### src/sv/kfrh_pkg.sv
// shared types, constants and hash step functions for the k-mer hash block
// no dependencies; imported by kfrh_hash_pipe, kmer_forward_reverse_hash and the testbench
package kfrh_pkg;

    typedef logic [63:0] hash_word_t;

    // forward and reverse-complement words traveling together
    typedef struct packed {
        hash_word_t fwd;
        hash_word_t rev;
    } kmer_pair_t;

    // decoded nucleotide: ok low means ambiguous character
    typedef struct packed {
        logic       ok;
        logic [1:0] code;
    } base_code_t;

    localparam int KLEN_W = 6;
    localparam int ADDR_W = 3;
    localparam int DATA_W = 32;
    localparam logic [KLEN_W-1:0] KLEN_RESET = 6'd15;

    // register index (byte address bit 2)
    localparam logic REG_KMER_LENGTH = 1'b0;

    // mixing shift amounts
    localparam int SH_A  = 21;
    localparam int SH_B  = 24;
    localparam int SH_C0 = 3;
    localparam int SH_C1 = 8;
    localparam int SH_D  = 14;
    localparam int SH_E0 = 2;
    localparam int SH_E1 = 4;
    localparam int SH_F  = 28;
    localparam int SH_G  = 31;

    // ascii byte to 2-bit nucleotide code
    function automatic base_code_t base_code(input logic [7:0] ch);
        base_code_t r;
        r.ok   = 1'b1;
        r.code = 2'd0;
        unique case (ch)
            8'h00, 8'h41, 8'h61: r.code = 2'd0;  // A a
            8'h01, 8'h43, 8'h63: r.code = 2'd1;  // C c
            8'h02, 8'h47, 8'h67: r.code = 2'd2;  // G g
            8'h03, 8'h54, 8'h74: r.code = 2'd3;  // T t
            default:             r.ok   = 1'b0;
        endcase
        return r;
    endfunction

    // low 2k bits set; k of 32 gives all ones
    function automatic hash_word_t kmer_mask(input logic [KLEN_W-1:0] k);
        hash_word_t m;
        for (int i = 0; i < 64; i++) begin
            m[i] = (7'(i) < {k, 1'b0});
        end
        return m;
    endfunction

    // first step: mask, add with inverted key, fold down
    function automatic hash_word_t mix_a(input hash_word_t key, input hash_word_t mask);
        hash_word_t k0;
        hash_word_t k1;
        k0 = key & mask;
        k1 = (~k0 + (k0 << SH_A)) & mask;
        return k1 ^ (k1 >> SH_B);
    endfunction

    // times 265, fold down
    function automatic hash_word_t mix_b(input hash_word_t key, input hash_word_t mask);
        hash_word_t k1;
        k1 = (key + (key << SH_C0) + (key << SH_C1)) & mask;
        return k1 ^ (k1 >> SH_D);
    endfunction

    // times 21, fold down
    function automatic hash_word_t mix_c(input hash_word_t key, input hash_word_t mask);
        hash_word_t k1;
        k1 = (key + (key << SH_E0) + (key << SH_E1)) & mask;
        return k1 ^ (k1 >> SH_F);
    endfunction

    // final add
    function automatic hash_word_t mix_d(input hash_word_t key, input hash_word_t mask);
        return (key + (key << SH_G)) & mask;
    endfunction

endpackage

### src/sv/kfrh_hash_pipe.sv
// pipelined masked mixing hash over a forward / reverse word pair
// depends on kfrh_pkg; instantiated by kmer_forward_reverse_hash
module kfrh_hash_pipe (
    input  logic                aclk,
    input  logic                aresetn,
    input  logic                in_valid,
    output logic                in_ready,
    input  kfrh_pkg::kmer_pair_t in_pair,
    input  kfrh_pkg::hash_word_t mask,
    output logic                out_valid,
    input  logic                out_ready,
    output kfrh_pkg::kmer_pair_t out_pair
);
    import kfrh_pkg::*;

    localparam int NSTG = 5;

    logic [NSTG-1:0] v_reg;
    logic [NSTG-1:0] v_next;
    logic [NSTG-1:0] en;

    kmer_pair_t s0_reg;
    kmer_pair_t s1_reg;
    kmer_pair_t s2_reg;
    kmer_pair_t s3_reg;
    kmer_pair_t s4_reg;

    // stage advance: a stage moves when empty or when the next one moves
    always_comb begin
        en[NSTG-1] = !v_reg[NSTG-1] || out_ready;
        for (int i = NSTG - 2; i >= 0; i--) begin
            en[i] = !v_reg[i] || en[i+1];
        end
    end

    always_comb begin
        v_next[0] = en[0] ? in_valid : v_reg[0];
        for (int i = 1; i < NSTG; i++) begin
            v_next[i] = en[i] ? v_reg[i-1] : v_reg[i];
        end
    end

    always_ff @(posedge aclk) begin
        if (!aresetn) begin
            v_reg <= '0;
        end else begin
            v_reg <= v_next;
        end
    end

    // data stages: the input stage, then one mixing step each
    always_ff @(posedge aclk) begin
        if (en[0]) begin
            s0_reg <= in_pair;
        end
        if (en[1]) begin
            s1_reg.fwd <= mix_a(s0_reg.fwd, mask);
            s1_reg.rev <= mix_a(s0_reg.rev, mask);
        end
        if (en[2]) begin
            s2_reg.fwd <= mix_b(s1_reg.fwd, mask);
            s2_reg.rev <= mix_b(s1_reg.rev, mask);
        end
        if (en[3]) begin
            s3_reg.fwd <= mix_c(s2_reg.fwd, mask);
            s3_reg.rev <= mix_c(s2_reg.rev, mask);
        end
        if (en[4]) begin
            s4_reg.fwd <= mix_d(s3_reg.fwd, mask);
            s4_reg.rev <= mix_d(s3_reg.rev, mask);
        end
    end

    assign in_ready  = en[0];
    assign out_valid = v_reg[NSTG-1];
    assign out_pair  = s4_reg;

    // a taken request shows up in the first stage
    a_load_first: assert property (@(posedge aclk) disable iff (!aresetn)
        in_valid && in_ready |=> v_reg[0])
        else $error("accepted request missing from first stage");

    // input blocks only when every stage is full and the output stalls
    a_ready_full: assert property (@(posedge aclk) disable iff (!aresetn)
        !in_ready |-> (v_reg == {NSTG{1'b1}}) && !out_ready)
        else $error("input stalled with room in pipeline");

    // a stalled result keeps its payload
    a_out_hold: assert property (@(posedge aclk) disable iff (!aresetn)
        out_valid && !out_ready |=> out_valid && $stable(s4_reg))
        else $error("stalled result changed");

    // a stage that cannot move keeps its item
    a_stage_hold: assert property (@(posedge aclk) disable iff (!aresetn)
        v_reg[NSTG-2] && !en[NSTG-1] |=> v_reg[NSTG-2] && $stable(s3_reg))
        else $error("blocked stage lost its item");

endmodule

### src/sv/kmer_forward_reverse_hash.sv
// top level: k-mer forward / reverse-complement hash with apb length register
// depends on kfrh_pkg and kfrh_hash_pipe
//
// One nucleotide character is taken per clock while s_ready is high. A/C/G/T in either case (and
// bytes 0..3) shift a 2-bit code into the forward k-mer and its complement
// into the reverse-complement k-mer; other bytes are skipped. On a character
// marked last, both k-mers are hashed with the masked 64-bit integer mix and
// one result carrying both hashes is offered once it has passed the input
// stage and the four mixing stages; the k-mers clear once that character is taken.
// A new character is accepted every cycle as long as the result side drains; the
// five register stages are the input stage and four mixing stages, each holding
// one shift-add step, all but the last with its fold.
// kmer_length (byte address 0) sets k from its low 6 bits; 0 acts as 1 and values above
// MAX_KMER_LENGTH act as MAX_KMER_LENGTH. Write it only while idle.
module kmer_forward_reverse_hash #(
    parameter int MAX_KMER_LENGTH = 32
) (
    input  logic                          aclk,
    input  logic                          aresetn,
    input  logic [7:0]                    s_base_char,
    input  logic                          s_last,
    input  logic                          s_valid,
    output logic                          s_ready,
    output logic [63:0]                   m_forward_hash,
    output logic [63:0]                   m_reverse_hash,
    output logic                          m_valid,
    input  logic                          m_ready,
    input  logic                          psel,
    input  logic                          penable,
    input  logic                          pwrite,
    input  logic [kfrh_pkg::ADDR_W-1:0]   paddr,
    input  logic [kfrh_pkg::DATA_W-1:0]   pwdata,
    output logic [kfrh_pkg::DATA_W-1:0]   prdata,
    output logic                          pready
);
    import kfrh_pkg::*;

    localparam int KW = 2 * MAX_KMER_LENGTH;
    localparam logic [KLEN_W-1:0] MAX_K = KLEN_W'(MAX_KMER_LENGTH);
    localparam logic [KLEN_W-1:0] KEFF_RESET = (KLEN_RESET > MAX_K) ? MAX_K : KLEN_RESET;

    logic [KLEN_W-1:0] klen_reg;
    logic [KLEN_W-1:0] keff_reg;
    logic [KLEN_W-1:0] keff_next;
    logic              cfg_wr;

    logic [KW-1:0]     fwd_reg;
    logic [KW-1:0]     rev_reg;
    logic [KW-1:0]     fwd_next;
    logic [KW-1:0]     rev_next;
    logic [KW-1:0]     fwd_upd;
    logic [KW-1:0]     rev_upd;

    hash_word_t        mask_full;
    logic [KW-1:0]     mask;
    logic [KLEN_W-1:0] ins_shift;
    base_code_t        bc;
    logic              s_take;

    kmer_pair_t        pipe_in;
    kmer_pair_t        pipe_out;
    logic              pipe_in_ready;

    // register port
    assign pready = 1'b1;
    assign cfg_wr = psel && penable && pwrite && (paddr[2] == REG_KMER_LENGTH);

    always_comb begin
        if (pwdata[KLEN_W-1:0] == '0) begin
            keff_next = KLEN_W'(1);
        end else if (pwdata[KLEN_W-1:0] > MAX_K) begin
            keff_next = MAX_K;
        end else begin
            keff_next = pwdata[KLEN_W-1:0];
        end
    end

    always_ff @(posedge aclk) begin
        if (!aresetn) begin
            klen_reg <= KLEN_RESET;
            keff_reg <= KEFF_RESET;
        end else if (cfg_wr) begin
            klen_reg <= pwdata[KLEN_W-1:0];
            keff_reg <= keff_next;
        end
    end

    assign prdata = (paddr[2] == REG_KMER_LENGTH) ? DATA_W'(klen_reg) : '0;

    // mask and reverse insert position from effective k
    assign mask_full = kmer_mask(keff_reg);
    assign mask      = mask_full[KW-1:0];
    assign ins_shift = KLEN_W'((keff_reg - KLEN_W'(1)) << 1);

    // character decode and k-mer shift
    assign bc     = base_code(s_base_char);
    assign s_take = s_valid && s_ready;

    always_comb begin
        if (bc.ok) begin
            fwd_upd = ((fwd_reg << 2) | KW'(bc.code)) & mask;
            rev_upd = ((rev_reg >> 2) | (KW'(2'b11 ^ bc.code) << ins_shift)) & mask;
        end else begin
            fwd_upd = fwd_reg;
            rev_upd = rev_reg;
        end
    end

    always_comb begin
        fwd_next = fwd_reg;
        rev_next = rev_reg;
        if (s_take) begin
            if (s_last) begin
                fwd_next = '0;
                rev_next = '0;
            end else begin
                fwd_next = fwd_upd;
                rev_next = rev_upd;
            end
        end
    end

    always_ff @(posedge aclk) begin
        if (!aresetn) begin
            fwd_reg <= '0;
            rev_reg <= '0;
        end else begin
            fwd_reg <= fwd_next;
            rev_reg <= rev_next;
        end
    end

    // hash pipeline, loaded by the last character of a string
    assign pipe_in.fwd = 64'(fwd_upd);
    assign pipe_in.rev = 64'(rev_upd);

    kfrh_hash_pipe u_hash (
        .aclk      (aclk),
        .aresetn   (aresetn),
        .in_valid  (s_valid && s_last),
        .in_ready  (pipe_in_ready),
        .in_pair   (pipe_in),
        .mask      (mask_full),
        .out_valid (m_valid),
        .out_ready (m_ready),
        .out_pair  (pipe_out)
    );

    assign s_ready        = pipe_in_ready;
    assign m_forward_hash = pipe_out.fwd;
    assign m_reverse_hash = pipe_out.rev;

    // k-mers start over after the last character
    a_clear_after_last: assert property (@(posedge aclk) disable iff (!aresetn)
        s_take && s_last |=> (fwd_reg == '0) && (rev_reg == '0))
        else $error("k-mers not cleared after last character");

    // an ambiguous character that is not last leaves the k-mers alone
    a_skip_hold: assert property (@(posedge aclk) disable iff (!aresetn)
        s_take && !s_last && !bc.ok |=> $stable(fwd_reg) && $stable(rev_reg))
        else $error("ambiguous character changed k-mers");

    // k-mers never grow past the current mask
    a_masked: assert property (@(posedge aclk) disable iff (!aresetn)
        s_take && bc.ok |=> ((fwd_reg & ~mask) == '0) && ((rev_reg & ~mask) == '0))
        else $error("k-mer bits above 2k");

endmodule

### config.mk
export PLATFORM = sky130hd
export DESIGN_NAME = kmer_forward_reverse_hash
export DESIGN_NICKNAME = d
export VERILOG_FILES = /design/src/sv/kfrh_pkg.sv /design/src/sv/kfrh_hash_pipe.sv /design/src/sv/kmer_forward_reverse_hash.sv
export SDC_FILE = /design/constraint.sdc
export NUM_CORES = 2
export LEC_CHECK = 0
export BUFFER_PORTS_ARGS = -buffer_cell sky130_fd_sc_hd__buf_4
export CAP_MARGIN = 40
export CORE_UTILIZATION = 40
export CTS_BUF_LIST = sky130_fd_sc_hd__clkbuf_4 sky130_fd_sc_hd__clkbuf_8
export DETAILED_ROUTE_END_ITERATION = 12
export HOLD_SLACK_MARGIN = 0.08
export PLACE_DENSITY = 0.57
export SYNTH_ARGS = -nofsm -noshare
export SYNTH_HDL_FRONTEND = slang
export SYNTH_HIERARCHICAL = 1
export SYNTH_SLANG_ARGS = --single-unit
export TNS_END_PERCENT = 50
### constraint.sdc
create_clock -name aclk -period 11.56 [get_ports aclk]
set_input_delay 2.312 -clock aclk [delete_from_list [all_inputs] [get_ports aclk]]
set_output_delay 2.312 -clock aclk [all_outputs]
set_load 0.01 [all_outputs]
Word level (Yosys, flattened, before mapping)
Cells that the tools add are included. Widths: inputs -> output; s select.

Flip-flop bits (word level): 785. Bits of input ports: 51. Output and inout port bits: 163. Logic and storage cells: 163.

$add $sub $neg: 13. Order comparisons: 65. Eq/ne operators: 11. Shifts and indexed selects: 1. Multiplexer cells: 9. Bitwise operators: 24. Reductions and logical operators: 21.

Operators by type and width (count): $add 64x64->64 (12); $and 64x64->64 (12); $mux 64 (4); $lt 6x7->1 const A (32); $not 64->64 (2); $xor 64x36->64 (2); $xor 64x40->64 (2); $xor 64x50->64 (2); $lt 5x7->1 const A (16); $eq 8x7->1 const B (8); $or 62x64->64 (1); $or 64x2->64 (1); $shl 2x6->64 (1); $lt 4x7->1 const A (8); $lt 3x7->1 const A (4); $mux 6 (3); $eq 8x2->1 const B (2); $lt 1x7->1 const A (2); $lt 2x7->1 const A (2); $reduce_or 12->1 (1); $reduce_or 3->1 (3); $eq 8x1->1 const B (1); $logic_not 8->1 (1); $gt 6x6->1 const B (1); 9 further kinds (21).

Longest topological paths before layout
Depth in word-level cells: 9. Gate-level depth with buffers: 21. Depth with buffers taken out: 18.

By module
The synthesis kept the hierarchy.

Modules (own cells, without submodules): kfrh_hash_pipe (instances 1, cells an instance 5101, area each 51752.1 um^2, seq. area each 19318.5 um^2); kmer_forward_reverse_hash (instances 1, cells an instance 977, area each 7881.3 um^2, seq. area each 2802.7 um^2).

Least setup slack after synthesis
Ideal clock, no wire load.

Kind: input to register. Start: input port m_ready. End: register rev_reg[10]. Setup time: 0.117 ns. Arrival time: 8.020 ns. Required time: 11.443 ns. Path slack: 3.423 ns. Stages: 8. Path buffers: 2. Path through: nor2b_1 > and3_1 > nand3_1 > nand4b_1 > o21ai_1 > buf_2 > buf_2 > a22o_1.

Cells in the longest elaborated chain, start to end: 6.

RTL lines: start, declared (line kmer_forward_reverse_hash.sv:27) `input logic m_ready,`; $logic_or 1x1->1 (line kfrh_hash_pipe.sv:30) `en[NSTG-1] = !v_reg[NSTG-1] || out_ready;`; $logic_or 1x1->1 (4 in series) (line kfrh_hash_pipe.sv:32) `en[i] = !v_reg[i] || en[i+1];`; via s_ready (line kmer_forward_reverse_hash.sv:23) `output logic s_ready,`; $logic_and 1x1->1 (line kmer_forward_reverse_hash.sv:97) `assign s_take = s_valid && s_ready;`; end signal, assigned (line kmer_forward_reverse_hash.sv:129) `rev_reg <= rev_next;`; end, declared (line kmer_forward_reverse_hash.sv:48) `logic [KW-1:0] rev_reg;`.

The timed path passes the listed nets, and every way through them passes these cells. A chain may end at the register's enable or synchronous reset.

Final worst setup path
Start: input port m_ready. End: output port s_ready.

Cells in the longest elaborated chain, start to end: 5.

RTL lines (line): $logic_or 1x1->1 (kfrh_hash_pipe.sv:30); $logic_or 1x1->1 (4 in series) (kfrh_hash_pipe.sv:32); end, declared (kmer_forward_reverse_hash.sv:23).

No other way between the ends.

==> out/results.ini <==
[place]
place_area_um2 = 62800
gp_congestion = 0.919
port_buffers = 158
dp_hpwl_um = 140000
place_ws_ns = 5.40

[yosys]
synth_area_um2 = 59600
synth_seq_cells = 785
ys_types = 113
synth_area_leaders = edfxtp_1 (32%), ha_1 (8.4%), fa_1 (7.9%), xnor2_1 (5.5%), dfxtp_1 (4.9%)
avgSynthCellArea_um2 = 9.81
synth_top_cell_by_area = edfxtp_1
synth_top_area_share_pct = 32.2
synth_edf_count = 640
synth_seq_area_share_pct = 37.1
syn_inst = 6078
yosys_warnings = 6
async_flop_share_pct = 0
synth-main-ff-cell = edfxtp_1

[layout]
final_core_utilization_pct = 44.3
syn2layout_area_growth_pct = 9.80
final_common_cell = nand2_1
drive_gt1_share_pct = 8.95
nets = 6874
final_area_um2 = 65500
n_fill_cell = 14300
layout_common_cells = nand2_1 (761), edfxtp_1 (640), a21oi_1 (472), ha_1 (402), xnor2_1 (372)

[power]
total_power_mw = 15.5
p_per_area_nw_per_um2 = 237
p_leak_nw = 28.3
irDropWorstVdd_v = 0.000266

[worst_setup_path]
crit_path_end_kind = output port
cp_max_fo = 31
criticalPathCategory = input port to output port
arrival_ns = 3.89
cp.required_ns = 9.25
worst_setup_path_start_kind = input port

[clocking]
cts_resized = 0
cts_inserted_buffers = 140
cts_setup_buffers = 0
htreeDepth = 4
cts_max_path_buffers = 3
clock-sinks = 785
worstSkewPairLatency_ns = 0.85
cts_tree = yes
clk_pin_slew_ns = 0.05
postCtsHoldBufs = 0
cts_root_buf = clkbuf_8

[timing]
drv_slew = 0
skew_ns = 0.0345
fin_crit_ns = 6.20
hold_violations = 0
timing.final.ws_setup_ns = 5.36
setup_viol = 0
min_period_over_period_pct = 53.6
slew_headroom_pct = 35.5
timing.setup.tns_ns = 0
worst_pin_slew_ns = 0.966
rsz0062_at_grt = false
fmax_ghz = 0.161

[global_routing]
grt_max_degree = 83
gr-total-overflow = 0
antenna_found_initial = 11
track_usage_pct = 23.5
grt_pass1_wl_um = 273000
grt_pass1_vias = 44900

[floorplan]
die_h_um = 388
die_w_um = 388
start_util_pct = 40.3
dieArea_um2 = 151000
num_rows = 141
coreArea_um2 = 148000
pin_count = 214

[outcome]
status = finished, final reports clean

[flow_run]
maxCapViolCount = 0

[routing]
firstDrtPassIters = 5
wire_per_inst_um = 21.9
vias = 45700
wirelength_um = 181000
drtIter0Drc = 3616
avgViaCountPerCell = 5.55
drc = 0
postRouteAntennaNets = 0

[min_path]
hold_path_class = flip-flop to flip-flop

==> cell families after synthesis <==
logic type,count (synthesis),synth area share [%]
adder cells (fa/ha/maj),638,16.4
AO/OA/AOI/OAI,1651,18.1
XOR/XNOR,576,8.47
multiplexers,59,1.10
other,2,0.0126
buffers and inverters,463,3.26
flip-flops,785,37.1
AND/OR/NAND/NOR,1904,15.6
==> worst paths after layout <==
check / start / cells past startpoint / end / slack, ns
worst max register to register: keff_reg[1] / 17 / u_hash/s1_reg[99] / 5.40
worst min register to register: fwd_reg[62] / 1 / fwd_reg[62] / 0.47
worst max-delay path: m_ready / 7 / s_ready / 5.36
worst min-delay path: fwd_reg[62] / 1 / fwd_reg[62] / 0.47
==> critical path: stages <==
cell and delay, ns:
buf_4 0.11, nor2b_1 0.10, buf_4 0.20, and3_1 0.48, nand3_4 0.13, buf_4 0.29
buf_4 0.22
==> routing by layer <==
layer / track usage, % / up-vias / part of all wire [%]
met2: 37.1 / 1366 / 45
met3: 2.86 / 268 / 4.4
met5: 0 / - / 0.0044
met4: 8.34 / 2 / 3.1
met1: 33.0 / 21900 / 47
li1: - / 22200 / -
==> cell type report <==
type | instances | area [µm²] | area share [%]
multi-input cells | 4855 | 35900 | 54.8
flip-flops and latches | 785 | 22100 | 33.8
well taps | 1930 | 2410 | 3.69
clock buffers | 185 | 2290 | 3.50
repair buffers | 212 | 1630 | 2.49
inverters | 191 | 722 | 1.10
clock inverters | 66 | 405 | 0.619
diodes | 7 | 17.5 | 0.0268
==> synthesized netlist by cell type (all sizes together), types with 85 or more instances <==
cell and n:
xor2 203, and2 279, clkbuf 186, nand2b 85, xnor2 373, edfxtp 640, nor2 256, o21ai 354
ha 402, a21o 218, dfxtp 145, nand4 92, inv 189, a21oi 476, buf 86, fa 236
nand2 764, o21bai 109, nand3 127
==> through the flow <==
| step | instances | hold WS [ns] |
|---|---|---|
| 2_1_floorplan | 6103 | 0.436 |
| 3_3_place_gp | 7970 | 0.448 |
| 3_5_place_dp | 7973 | 0.454 |
| 4_1_cts | 8224 | 0.469 |
| 5_1_grt | 8226 | 0.484 |
| 6_report | 8231 | 0.466 |
==> report_power, final <==
| group | switching, mW | internal, mW |
|---|---|---|
| combinational | 5.29 | 3.52 |
| clock | 1.18 | 1.36 |
| sequential | 0.366 | 3.81 |
Note: power is estimated with default switching activity, not from simulation.
